File: config.mk
export PLATFORM = sky130hd
export DESIGN_NAME = edge_segment_merge_table_flat
export DESIGN_NICKNAME = d
export VERILOG_FILES = /design/src/rtl/esmt_pkg.sv /design/src/rtl/esmt_in_if.sv /design/src/rtl/esmt_out_if.sv /design/src/rtl/esmt_ctrl.sv /design/src/rtl/esmt_dp.sv /design/src/rtl/edge_segment_merge_table.sv /design/src/flat_wrapper.sv
export SDC_FILE = /design/constraint.sdc
export NUM_CORES = 2
export LEC_CHECK = 0
export BUFFER_PORTS_ARGS = -buffer_cell sky130_fd_sc_hd__buf_2
export CAP_MARGIN = 10
export CORE_UTILIZATION = 36
export DETAILED_ROUTE_END_ITERATION = 8
export PLACE_DENSITY = 0.54
export SLEW_MARGIN = 25
export SYNTH_ARGS = -nofsm -noshare
export SYNTH_HDL_FRONTEND = slang
export SYNTH_SLANG_ARGS = --single-unit
File: constraint.sdc
create_clock -name i_clk -period 19.9 [get_ports i_clk]
set_input_delay 0.995 -clock i_clk [delete_from_list [all_inputs] [get_ports i_clk]]
set_output_delay 0.995 -clock i_clk [all_outputs]
set_load 0.01 [all_outputs]
File: src/rtl/esmt_pkg.sv
`timescale 1ns / 1ps
// Shared types and constants of the edge segment merge table.
// No dependencies; every other file of the block uses it.
package esmt_pkg;

    localparam int MAX_EDGES_DEF = 16;
    localparam int COORD_W       = 32;
    localparam int SLOT_W        = 4;
    localparam int ST_W          = 3;
    localparam int POS_W         = 4;
    localparam int OCC_W         = 5;

    localparam logic OP_ADD = 1'b0;
    localparam logic OP_DEL = 1'b1;

    typedef logic [ST_W-1:0] t_status;

    localparam t_status ST_MERGED   = 3'd0;
    localparam t_status ST_INSERTED = 3'd1;
    localparam t_status ST_FULL     = 3'd2;
    localparam t_status ST_DELETED  = 3'd3;
    localparam t_status ST_BADPOS   = 3'd4;

    typedef struct packed {
        logic                      vertical;
        logic signed [COORD_W-1:0] start_x;
        logic signed [COORD_W-1:0] start_y;
        logic signed [COORD_W-1:0] end_x;
        logic signed [COORD_W-1:0] end_y;
    } t_entry;

    // controller -> datapath
    typedef struct packed {
        logic load;       // capture input beat, set up the walk
        logic walk;       // issue table reads
        logic merge_wr;   // extend the hit entry
        logic insert_wr;  // new entry at head
        logic full;       // no room, report it
        logic shift_wr;   // delete: move read entry one place forward
        logic del_done;   // delete finished
        logic del_bad;    // delete of an absent position
        logic push;       // result to output register
    } t_cmd;

    // datapath -> controller
    typedef struct packed {
        logic in_del;     // opcode of the waiting input beat
        logic bad_pos;
        logic hit;
        logic walk_done;
        logic full;
        logic out_free;
    } t_stat;

endpackage

File: src/rtl/esmt_in_if.sv
`timescale 1ns / 1ps
// Input channel of the edge segment merge table: valid/ready and one segment command.
// Depends on esmt_pkg.
interface esmt_in_if;
    logic                                valid;
    logic                                ready;
    logic                                opcode;
    logic                                vertical;
    logic signed [esmt_pkg::COORD_W-1:0] start_x;
    logic signed [esmt_pkg::COORD_W-1:0] start_y;
    logic signed [esmt_pkg::COORD_W-1:0] end_x;
    logic signed [esmt_pkg::COORD_W-1:0] end_y;
    logic        [esmt_pkg::SLOT_W-1:0]  slot;

    modport source (
        output valid, opcode, vertical, start_x, start_y, end_x, end_y, slot,
        input  ready
    );
    modport sink (
        input  valid, opcode, vertical, start_x, start_y, end_x, end_y, slot,
        output ready
    );
endinterface

File: src/rtl/esmt_out_if.sv
`timescale 1ns / 1ps
// Result channel of the edge segment merge table: valid/ready, status, position, occupancy.
// Depends on esmt_pkg.
interface esmt_out_if;
    logic                         valid;
    logic                         ready;
    logic [esmt_pkg::ST_W-1:0]    status;
    logic [esmt_pkg::POS_W-1:0]   position;
    logic [esmt_pkg::OCC_W-1:0]   occupancy;

    modport source (
        output valid, status, position, occupancy,
        input  ready
    );
    modport sink (
        input  valid, status, position, occupancy,
        output ready
    );
endinterface

File: src/rtl/esmt_ctrl.sv
`timescale 1ns / 1ps
// Sequencer of the edge segment merge table: input handshake and command issue.
// Depends on esmt_pkg.
module esmt_ctrl (
    input  logic            i_clk,
    input  logic            i_rst_n,
    input  logic            i_in_valid,
    output logic            o_in_ready,
    input  esmt_pkg::t_stat i_stat,
    output esmt_pkg::t_cmd  o_cmd
);

    localparam logic [1:0] S_IDLE   = 2'd0;
    localparam logic [1:0] S_SEARCH = 2'd1;
    localparam logic [1:0] S_DELETE = 2'd2;
    localparam logic [1:0] S_DONE   = 2'd3;

    logic [1:0] r_state;
    logic [1:0] n_state;

    assign o_in_ready = (r_state == S_IDLE);

    always_comb begin
        n_state = r_state;
        o_cmd   = '0;
        unique case (r_state)
            S_IDLE: begin
                if (i_in_valid) begin
                    o_cmd.load = 1'b1;
                    n_state    = i_stat.in_del ? S_DELETE : S_SEARCH;
                end
            end
            S_SEARCH: begin
                o_cmd.walk = 1'b1;
                if (i_stat.hit) begin
                    o_cmd.merge_wr = 1'b1;
                    n_state        = S_DONE;
                end else if (i_stat.walk_done) begin
                    if (i_stat.full) begin
                        o_cmd.full = 1'b1;
                    end else begin
                        o_cmd.insert_wr = 1'b1;
                    end
                    n_state = S_DONE;
                end
            end
            S_DELETE: begin
                if (i_stat.bad_pos) begin
                    o_cmd.del_bad = 1'b1;
                    n_state       = S_DONE;
                end else begin
                    o_cmd.walk     = 1'b1;
                    o_cmd.shift_wr = 1'b1;
                    if (i_stat.walk_done) begin
                        o_cmd.del_done = 1'b1;
                        n_state        = S_DONE;
                    end
                end
            end
            S_DONE: begin
                if (i_stat.out_free) begin
                    o_cmd.push = 1'b1;
                    n_state    = S_IDLE;
                end
            end
            default: begin
                n_state = S_IDLE;
            end
        endcase
    end

    always_ff @(posedge i_clk) begin
        if (!i_rst_n) begin
            r_state <= S_IDLE;
        end else begin
            r_state <= n_state;
        end
    end

endmodule

File: src/rtl/esmt_dp.sv
`timescale 1ns / 1ps
// Datapath of the edge segment merge table: entry memory as a ring, walk
// pointers, merge compare, result and output registers. Depends on esmt_pkg.
module esmt_dp #(
    parameter int MAX_EDGES = esmt_pkg::MAX_EDGES_DEF
) (
    input  logic                                i_clk,
    input  logic                                i_rst_n,
    input  logic                                i_opcode,
    input  logic                                i_vertical,
    input  logic signed [esmt_pkg::COORD_W-1:0] i_start_x,
    input  logic signed [esmt_pkg::COORD_W-1:0] i_start_y,
    input  logic signed [esmt_pkg::COORD_W-1:0] i_end_x,
    input  logic signed [esmt_pkg::COORD_W-1:0] i_end_y,
    input  logic        [esmt_pkg::SLOT_W-1:0]  i_slot,
    input  logic                                i_out_ready,
    output logic                                o_out_valid,
    output logic        [esmt_pkg::ST_W-1:0]    o_status,
    output logic        [esmt_pkg::POS_W-1:0]   o_position,
    output logic        [esmt_pkg::OCC_W-1:0]   o_occupancy,
    input  esmt_pkg::t_cmd                      i_cmd,
    output esmt_pkg::t_stat                     o_stat
);

    localparam int AW  = (MAX_EDGES > 1) ? $clog2(MAX_EDGES) : 1;
    localparam int CW  = $clog2(MAX_EDGES + 1);
    localparam int XW  = ((CW > esmt_pkg::SLOT_W) ? CW : esmt_pkg::SLOT_W) + 1;
    localparam int SW  = ((AW > esmt_pkg::SLOT_W) ? AW : esmt_pkg::SLOT_W) + 2;

    localparam logic [AW-1:0] LAST_ADDR = AW'(MAX_EDGES - 1);
    localparam logic [SW-1:0] DEPTH_S   = SW'(MAX_EDGES);
    localparam logic [CW-1:0] DEPTH_C   = CW'(MAX_EDGES);

    // entry store, physical ring; logical position i sits at head + i
    esmt_pkg::t_entry r_mem [MAX_EDGES];

    esmt_pkg::t_entry              r_item;
    logic [esmt_pkg::SLOT_W-1:0]   r_slot;
    logic                          r_bad;
    logic [AW-1:0]                 r_head;
    logic [CW-1:0]                 r_count;
    logic [AW-1:0]                 r_rd_addr;
    logic [AW-1:0]                 r_rd_idx;
    logic [CW-1:0]                 r_rd_left;
    logic [AW-1:0]                 r_dst;
    esmt_pkg::t_entry              r_q;
    logic                          r_q_valid;
    logic [AW-1:0]                 r_q_addr;
    logic [AW-1:0]                 r_q_idx;
    esmt_pkg::t_status             r_res_st;
    logic [esmt_pkg::POS_W-1:0]    r_res_pos;
    logic                          r_out_valid;
    esmt_pkg::t_status             r_out_st;
    logic [esmt_pkg::POS_W-1:0]    r_out_pos;
    logic [esmt_pkg::OCC_W-1:0]    r_out_occ;

    logic                          rd_en;
    logic [AW-1:0]                 head_dec;
    logic [SW-1:0]                 del_sum;
    logic [SW-1:0]                 del_sum1;
    logic [AW-1:0]                 del_dst;
    logic [AW-1:0]                 del_src;
    logic                          in_bad;
    logic [XW-1:0]                 del_left;
    logic                          same_line;
    logic                          start_abut;
    logic                          end_abut;
    logic                          hit;
    esmt_pkg::t_entry              merged;
    logic                          wr_en;
    logic [AW-1:0]                 wr_addr;
    esmt_pkg::t_entry              wr_data;

    function automatic logic [AW-1:0] ring_inc(input logic [AW-1:0] a);
        ring_inc = (a == LAST_ADDR) ? '0 : a + AW'(1);
    endfunction

    assign head_dec = (r_head == '0) ? LAST_ADDR : r_head - AW'(1);

    // delete set-up: target and first source slot, wrapped once
    assign del_sum  = SW'(r_head) + SW'(i_slot);
    assign del_sum1 = del_sum + SW'(1);
    assign del_dst  = (del_sum  >= DEPTH_S) ? AW'(del_sum  - DEPTH_S) : AW'(del_sum);
    assign del_src  = (del_sum1 >= DEPTH_S) ? AW'(del_sum1 - DEPTH_S) : AW'(del_sum1);
    assign in_bad   = (XW'(i_slot) >= XW'(r_count));
    assign del_left = XW'(r_count) - XW'(i_slot) - XW'(1);

    // abut test on the registered read entry
    always_comb begin
        merged = r_q;
        if (r_item.vertical) begin
            same_line  = (r_q.start_x == r_item.start_x);
            start_abut = (r_q.start_y == r_item.end_y);
            end_abut   = (r_q.end_y   == r_item.start_y);
            if (start_abut) begin
                merged.start_y = r_item.start_y;
            end else begin
                merged.end_y = r_item.end_y;
            end
        end else begin
            same_line  = (r_q.start_y == r_item.start_y);
            start_abut = (r_q.start_x == r_item.end_x);
            end_abut   = (r_q.end_x   == r_item.start_x);
            if (start_abut) begin
                merged.start_x = r_item.start_x;
            end else begin
                merged.end_x = r_item.end_x;
            end
        end
    end

    assign hit = r_q_valid && (r_q.vertical == r_item.vertical) && same_line
                 && (start_abut || end_abut);

    assign rd_en = i_cmd.walk && (r_rd_left != '0);

    always_comb begin
        wr_en   = 1'b0;
        wr_addr = r_dst;
        wr_data = r_q;
        priority if (i_cmd.merge_wr) begin
            wr_en   = 1'b1;
            wr_addr = r_q_addr;
            wr_data = merged;
        end else if (i_cmd.insert_wr) begin
            wr_en   = 1'b1;
            wr_addr = head_dec;
            wr_data = r_item;
        end else if (i_cmd.shift_wr && r_q_valid) begin
            wr_en   = 1'b1;
        end
    end

    always_ff @(posedge i_clk) begin
        if (wr_en) begin
            r_mem[wr_addr] <= wr_data;
        end
    end

    always_ff @(posedge i_clk) begin
        if (rd_en) begin
            r_q <= r_mem[r_rd_addr];
        end
    end

    // walk pointers and captured item
    always_ff @(posedge i_clk) begin
        if (i_cmd.load) begin
            r_item.vertical <= i_vertical;
            r_item.start_x  <= i_start_x;
            r_item.start_y  <= i_start_y;
            r_item.end_x    <= i_end_x;
            r_item.end_y    <= i_end_y;
            r_slot          <= i_slot;
            r_rd_idx        <= '0;
            if (i_opcode == esmt_pkg::OP_DEL) begin
                r_bad     <= in_bad;
                r_rd_addr <= del_src;
                r_dst     <= del_dst;
                r_rd_left <= in_bad ? '0 : CW'(del_left);
            end else begin
                r_bad     <= 1'b0;
                r_rd_addr <= r_head;
                r_rd_left <= r_count;
            end
        end else begin
            if (rd_en) begin
                r_rd_addr <= ring_inc(r_rd_addr);
                r_rd_idx  <= r_rd_idx + AW'(1);
                r_rd_left <= r_rd_left - CW'(1);
                r_q_addr  <= r_rd_addr;
                r_q_idx   <= r_rd_idx;
            end
            if (i_cmd.shift_wr && r_q_valid) begin
                r_dst <= ring_inc(r_dst);
            end
        end
    end

    always_ff @(posedge i_clk) begin
        if (!i_rst_n) begin
            r_q_valid <= 1'b0;
            r_head    <= '0;
            r_count   <= '0;
        end else begin
            r_q_valid <= rd_en;
            if (i_cmd.insert_wr) begin
                r_head  <= head_dec;
                r_count <= r_count + CW'(1);
            end else if (i_cmd.del_done) begin
                r_count <= r_count - CW'(1);
            end
        end
    end

    // pending result
    always_ff @(posedge i_clk) begin
        priority if (i_cmd.merge_wr) begin
            r_res_st  <= esmt_pkg::ST_MERGED;
            r_res_pos <= esmt_pkg::POS_W'(r_q_idx);
        end else if (i_cmd.insert_wr) begin
            r_res_st  <= esmt_pkg::ST_INSERTED;
            r_res_pos <= '0;
        end else if (i_cmd.full) begin
            r_res_st  <= esmt_pkg::ST_FULL;
            r_res_pos <= '0;
        end else if (i_cmd.del_done) begin
            r_res_st  <= esmt_pkg::ST_DELETED;
            r_res_pos <= r_slot;
        end else if (i_cmd.del_bad) begin
            r_res_st  <= esmt_pkg::ST_BADPOS;
            r_res_pos <= '0;
        end
    end

    // output register
    always_ff @(posedge i_clk) begin
        if (!i_rst_n) begin
            r_out_valid <= 1'b0;
        end else if (i_cmd.push) begin
            r_out_valid <= 1'b1;
        end else if (i_out_ready) begin
            r_out_valid <= 1'b0;
        end
    end

    always_ff @(posedge i_clk) begin
        if (i_cmd.push) begin
            r_out_st  <= r_res_st;
            r_out_pos <= r_res_pos;
            r_out_occ <= esmt_pkg::OCC_W'(r_count);
        end
    end

    assign o_out_valid = r_out_valid;
    assign o_status    = r_out_st;
    assign o_position  = r_out_pos;
    assign o_occupancy = r_out_occ;

    assign o_stat.in_del    = (i_opcode == esmt_pkg::OP_DEL);
    assign o_stat.bad_pos   = r_bad;
    assign o_stat.hit       = hit;
    assign o_stat.walk_done = (r_rd_left == '0) && !r_q_valid;
    assign o_stat.full      = (r_count == DEPTH_C);
    assign o_stat.out_free  = !r_out_valid || i_out_ready;

endmodule

File: src/rtl/edge_segment_merge_table.sv
`timescale 1ns / 1ps
// Edge segment merge table: an ordered list of axis-aligned segments, newest first.
// An add beat extends the first abutting entry of the same orientation and line
// (start-abuts checked before end-abuts) or inserts the segment at the head; a
// delete beat removes the entry at a position and keeps the order.
// Channels: i_seg (command beats) and o_res (one result beat per command), both
// valid/ready; a beat moves at a clock edge with valid and ready high.
// Timing: a command is taken only while the block is idle. An add walks the
// held entries one per cycle through the registered read port of the entry
// memory and stops early on a hit; a delete moves one entry per cycle, from
// the entry after the slot to the oldest, and a bad position moves none. A
// command is accepted only once the result of the last one has gone to the
// output register, so the single read port sets the pace on a full table.
// Reset (i_rst_n low, synchronous) empties the table at once; entry contents are
// not cleared, only entries below the occupancy are ever read.
// Stall: the result sits in an output register; the next command is accepted
// while it waits, and that command's result is held back until o_res is taken.
// Depends on esmt_pkg, esmt_in_if, esmt_out_if, esmt_ctrl, esmt_dp.
module edge_segment_merge_table #(
    parameter int MAX_EDGES = esmt_pkg::MAX_EDGES_DEF
) (
    input  logic       i_clk,
    input  logic       i_rst_n,
    esmt_in_if.sink    i_seg,
    esmt_out_if.source o_res
);

    esmt_pkg::t_cmd  cmd;
    esmt_pkg::t_stat stat;

    // state machine: handshake and sequencing
    esmt_ctrl u_ctrl (
        .i_clk      (i_clk),
        .i_rst_n    (i_rst_n),
        .i_in_valid (i_seg.valid),
        .o_in_ready (i_seg.ready),
        .i_stat     (stat),
        .o_cmd      (cmd)
    );

    // entry ring, compare, result registers
    esmt_dp #(
        .MAX_EDGES (MAX_EDGES)
    ) u_dp (
        .i_clk       (i_clk),
        .i_rst_n     (i_rst_n),
        .i_opcode    (i_seg.opcode),
        .i_vertical  (i_seg.vertical),
        .i_start_x   (i_seg.start_x),
        .i_start_y   (i_seg.start_y),
        .i_end_x     (i_seg.end_x),
        .i_end_y     (i_seg.end_y),
        .i_slot      (i_seg.slot),
        .i_out_ready (o_res.ready),
        .o_out_valid (o_res.valid),
        .o_status    (o_res.status),
        .o_position  (o_res.position),
        .o_occupancy (o_res.occupancy),
        .i_cmd       (cmd),
        .o_stat      (stat)
    );

endmodule

File: src/flat_wrapper.sv
// flat-port wrapper written by rule: the top's interface ports become plain ports
module edge_segment_merge_table_flat 
#(
    parameter int MAX_EDGES = esmt_pkg::MAX_EDGES_DEF
)
  (i_clk, i_rst_n, i_seg_valid, i_seg_opcode, i_seg_vertical, i_seg_start_x, i_seg_start_y, i_seg_end_x, i_seg_end_y, i_seg_slot, i_seg_ready, o_res_valid, o_res_status, o_res_position, o_res_occupancy, o_res_ready);
  esmt_in_if i_seg_i ();
  esmt_out_if o_res_i ();
  input  logic i_clk;
  input  logic i_rst_n;
  input wire logic [$bits(i_seg_i.valid)-1:0] i_seg_valid;
  input wire logic [$bits(i_seg_i.opcode)-1:0] i_seg_opcode;
  input wire logic [$bits(i_seg_i.vertical)-1:0] i_seg_vertical;
  input wire logic [$bits(i_seg_i.start_x)-1:0] i_seg_start_x;
  input wire logic [$bits(i_seg_i.start_y)-1:0] i_seg_start_y;
  input wire logic [$bits(i_seg_i.end_x)-1:0] i_seg_end_x;
  input wire logic [$bits(i_seg_i.end_y)-1:0] i_seg_end_y;
  input wire logic [$bits(i_seg_i.slot)-1:0] i_seg_slot;
  output wire logic [$bits(i_seg_i.ready)-1:0] i_seg_ready;
  output wire logic [$bits(o_res_i.valid)-1:0] o_res_valid;
  output wire logic [$bits(o_res_i.status)-1:0] o_res_status;
  output wire logic [$bits(o_res_i.position)-1:0] o_res_position;
  output wire logic [$bits(o_res_i.occupancy)-1:0] o_res_occupancy;
  input wire logic [$bits(o_res_i.ready)-1:0] o_res_ready;
  assign i_seg_i.valid = i_seg_valid;
  assign i_seg_i.opcode = i_seg_opcode;
  assign i_seg_i.vertical = i_seg_vertical;
  assign i_seg_i.start_x = i_seg_start_x;
  assign i_seg_i.start_y = i_seg_start_y;
  assign i_seg_i.end_x = i_seg_end_x;
  assign i_seg_i.end_y = i_seg_end_y;
  assign i_seg_i.slot = i_seg_slot;
  assign i_seg_ready = i_seg_i.ready;
  assign o_res_valid = o_res_i.valid;
  assign o_res_status = o_res_i.status;
  assign o_res_position = o_res_i.position;
  assign o_res_occupancy = o_res_i.occupancy;
  assign o_res_i.ready = o_res_ready;
  edge_segment_merge_table #(.MAX_EDGES(MAX_EDGES)) u_core (.i_clk(i_clk), .i_rst_n(i_rst_n), .i_seg(i_seg_i), .o_res(o_res_i));
endmodule
==> metrics <==
RSZ-0062 raised after global routing false; register bit total from synthesis between 2000 and 2500; Power per Cell Area around 130 nW/µm²; antenna viol nets, final 0; maxcap violations 0; Final HPWL DP about 130 mm; Reg clk slew, reported paths 60 ps; initial antenna violation count 24; Worst-Skew Late Latency approximately 830 ps; # setup viols final 0; Syn Area/Cell 23.5 µm²; Hold Crit Class input port to register; CTS Hold Bufs 0; DRC viols 0; max_slew headroom 18.7%; Ports 152; Synth Area in XOR/XNOR 1.96%; Max Clock Skew 33.3 ps; Setup Total Neg Slack 0 ps; fmax 151 MHz; Initial Utilization a little over a third; final net count 4382; maximum number of pins on one net before global-route repair 142; Die Y about 500 µm; fin cells slightly below 8000; status finished clean; DIE WIDTH between 500 and 600 µm; via count 42487; async set-reset flop share out of synthesis 0%; First-pass DRT Iterations 5; Crit. End Element register; CTS tree yes; Final min period 6610 ps; # fillers 22120; count of flip-flops with a built-in enable after synthesis 2364; Total Routing Usage GR 18.4%; top cell type's share of synthesized area between 70% and 80%; H-tree depth 4; Area contributors post-synth edfxtp_1 77%, mux4_2 15%, mux2_2 1.6%; simple-gate share of the synthesized area 1.25%; total global routing overflow 0; Critical Path AT 7040 ps; area of the multi-input gates 20100 µm²; sequential area share after synthesis 77.5%; Core ar. 254000 µm²; Reg area 71400 µm²; post-synthesis cell type count 69; Mapped Nets 4078; gpl congestion just over 0.8; PortBufs 151; WL final 238 mm; Adder-Cell Fraction of Synth Area less than 1%; WL per Instance 30.6 µm; max-slew violations 0; share of layout cells above drive strength 1 between 30 and 40%; Mapped Area 92100 µm²; crit start category register; row cnt 185; fin crit share 33.2%; Syn Inst Count around 3900; clock sinks between 2000 and 2500; Clock Path Buffers 3; via density per instance about 5.5; first-pass GRT wire length 337 mm; area growth from synthesis to final layout 13.3%; root buf cell clkbuf_16; Post-CTS Setup Bufs 0; worst slew pin tran 1220 ps; PostCTS Resize Cnt 0; Worst Path Required a little over 20000 ps; vias in the first global route 43648; 1st-iter DRT viols ~4500; Max VDD drop about 0.15 mV; post-synthesis compound-gate area fraction 0.833%; WS Path Type register to register; warnings from Yosys 0; largest family of logic cells by synthesized area multiplexers; die area 258000 µm²; top_reg_cell synth edfxtp_1; final number of hold-violating endpoints 0; dominant cell type by area after synthesis edfxtp_1; cts bufs inserted 230; post-synthesis mux area share 17.2%; crit-path max FO 44; dpl cells 7350; LEAKAGE 32.2 nW
-- per-stage QoR --
stage	utilization (%)	setup slack (ps)	total power (W)	hold slack (ps)	cell area [µm²]
2_1_floorplan	-	3350	0.00867	400	92100
3_3_place_gp	38.3	13230	0.00982	414	97400
3_5_place_dp	38.3	13310	0.00984	422	97400
4_1_cts	41.0	13280	0.0139	284	104000
5_1_grt	41.1	13050	0.0143	290	104000
6_report	41.1	13290	0.0138	341	104000
-- power breakdown --
part | internal [W] | total [W] | switching [W]
Clock | 0.00229 | 0.00411 | 0.00183
Sequential | 0.00609 | 0.00625 | 0.000159
Combinational | 0.00151 | 0.00342 | 0.00191
-- state kept, by name, summed over array words and instances, names as in the netlist, 2 cells and up --
name                     cells
u_core.u_dp.r_mem         2064
u_core.u_dp.r_item         129
u_core.u_dp.r_q            128
u_core.u_dp.o_occupancy      5
u_core.u_dp.r_count          5
u_core.u_dp.r_rd_left        5
u_core.u_dp.o_position       4
u_core.u_dp.r_dst            4
u_core.u_dp.r_head           4
u_core.u_dp.r_q_addr         4
u_core.u_dp.r_q_idx          4
u_core.u_dp.r_rd_addr        4
u_core.u_dp.r_rd_idx         4
u_core.u_dp.r_res_pos        4
u_core.u_dp.r_slot           4
u_core.u_dp.o_status         3
u_core.u_dp.r_res_st         3
u_core.u_ctrl.r_state        2
-- area by class of cell --
cell class,count,share of cell area (%)
antenna,5,0.0120
clock buffer,294,5.83
clock inverter,117,0.803
inverter,28,0.113
multi-input combinational,1330,19.3
sequential,2384,68.4
tap,3366,4.04
timing repair buffer,243,1.54
-- cell usage after synthesis, drive strengths merged, types with 2 or more instances --
cell type	n
a211o	2
a211oi	14
a21boi	3
a21o	6
a21oi	37
a221o	2
a22o	4
a22oi	2
a31oi	3
and2	17
buf	63
clkbuf	108
dfxtp	20
edfxtp	2364
fa	2
ha	25
inv	27
mux2	128
mux2i	16
mux4	634
nand2	43
nand2b	3
nand3	10
nand4	26
nor2	27
nor2b	10
nor3	9
nor4	37
nor4b	9
o21ai	26
o22ai	2
o31ai	3
or2	2
or3	3
or4	3
xnor2	91
xor2	115
-- cells by family (layout without fill, tap and decap cells) --
logic type | after synthesis | count (layout)
AOI/OAI and AO/OA | 116 | 116
xor gates and xnor gates | 206 | 206
adders and majority gates | 27 | 27
buffers and inverters | 199 | 682
DFF | 2384 | 2384
muxes | 778 | 778
other | 0 | 5
and+or+nand+nor | 203 | 203
-- metal layers --
layer,part of all wire [%],routed length [µm],global-route usage (%),vias to the layer above
met5,0.024,58,0,-
met4,1.8,4350,3.79,10
met3,5.8,13800,2.97,265
met2,47,111000,28.6,1382
met1,46,108000,27.4,23561
li1,-,-,-,17269
-- critical path, stage by stage (launching register included) --
cell,delay [ps]
edfxtp_1,440
xor2_1,210
nor4_1,730
nand4_1,610
or3_1,580
nand4_2,170
nor2b_1,160
buf_4,240
a211oi_2,230
nor4b_4,880
buf_4,880
buf_4,940
-- placed cells by master (no fill, tap or decap), types with 6 or more instances in the layout --
cell type / synthesis / routed
a21o_1: 6 / 6
buf_12: 0 / 11
nor4b_2: 2 / 6
nor4_1: 37 / 29
nor4_2: 0 / 8
clkbuf_1: 108 / 60
ha_1: 25 / 25
inv_1: 26 / 25
mux2_2: 128 / 128
mux2i_1: 16 / 16
edfxtp_1: 2364 / 2364
buf_2: 4 / 151
nor2b_1: 10 / 9
nor3_1: 9 / 8
nor2_1: 26 / 25
a211oi_1: 12 / 12
clkbuf_16: 0 / 234
mux4_2: 634 / 634
clkinv_2: 0 / 29
dfxtp_1: 20 / 20
a21oi_1: 36 / 35
nand4_1: 25 / 25
xnor2_1: 91 / 91
bufinv_16: 0 / 12
nand2_1: 40 / 40
nand3_1: 10 / 10
o21ai_0: 23 / 23
buf_4: 6 / 79
clkinv_1: 1 / 67
and2_1: 17 / 17
xor2_1: 115 / 115
-- worst paths after layout --
kind	startpoint	cells after the start	slack (ps)	endpoint
setup / recovery	u_core.u_dp.r_q[109]$_DFFE_PP_	11	13290	u_core.u_dp.r_mem[6][109]$_DFFE_PP_
hold / removal	i_seg_end_y[3]	1	340	u_core.u_dp.r_item[3]$_DFFE_PP_
setup reg to reg	u_core.u_dp.r_q[109]$_DFFE_PP_	11	13290	u_core.u_dp.r_mem[6][109]$_DFFE_PP_
hold reg to reg	u_core.u_dp.r_res_pos[0]$_DFFE_PP_	0	440	u_core.u_dp.o_position[0]$_DFFE_PP_
No activity file was read; power rests on OpenSTA's default activity.
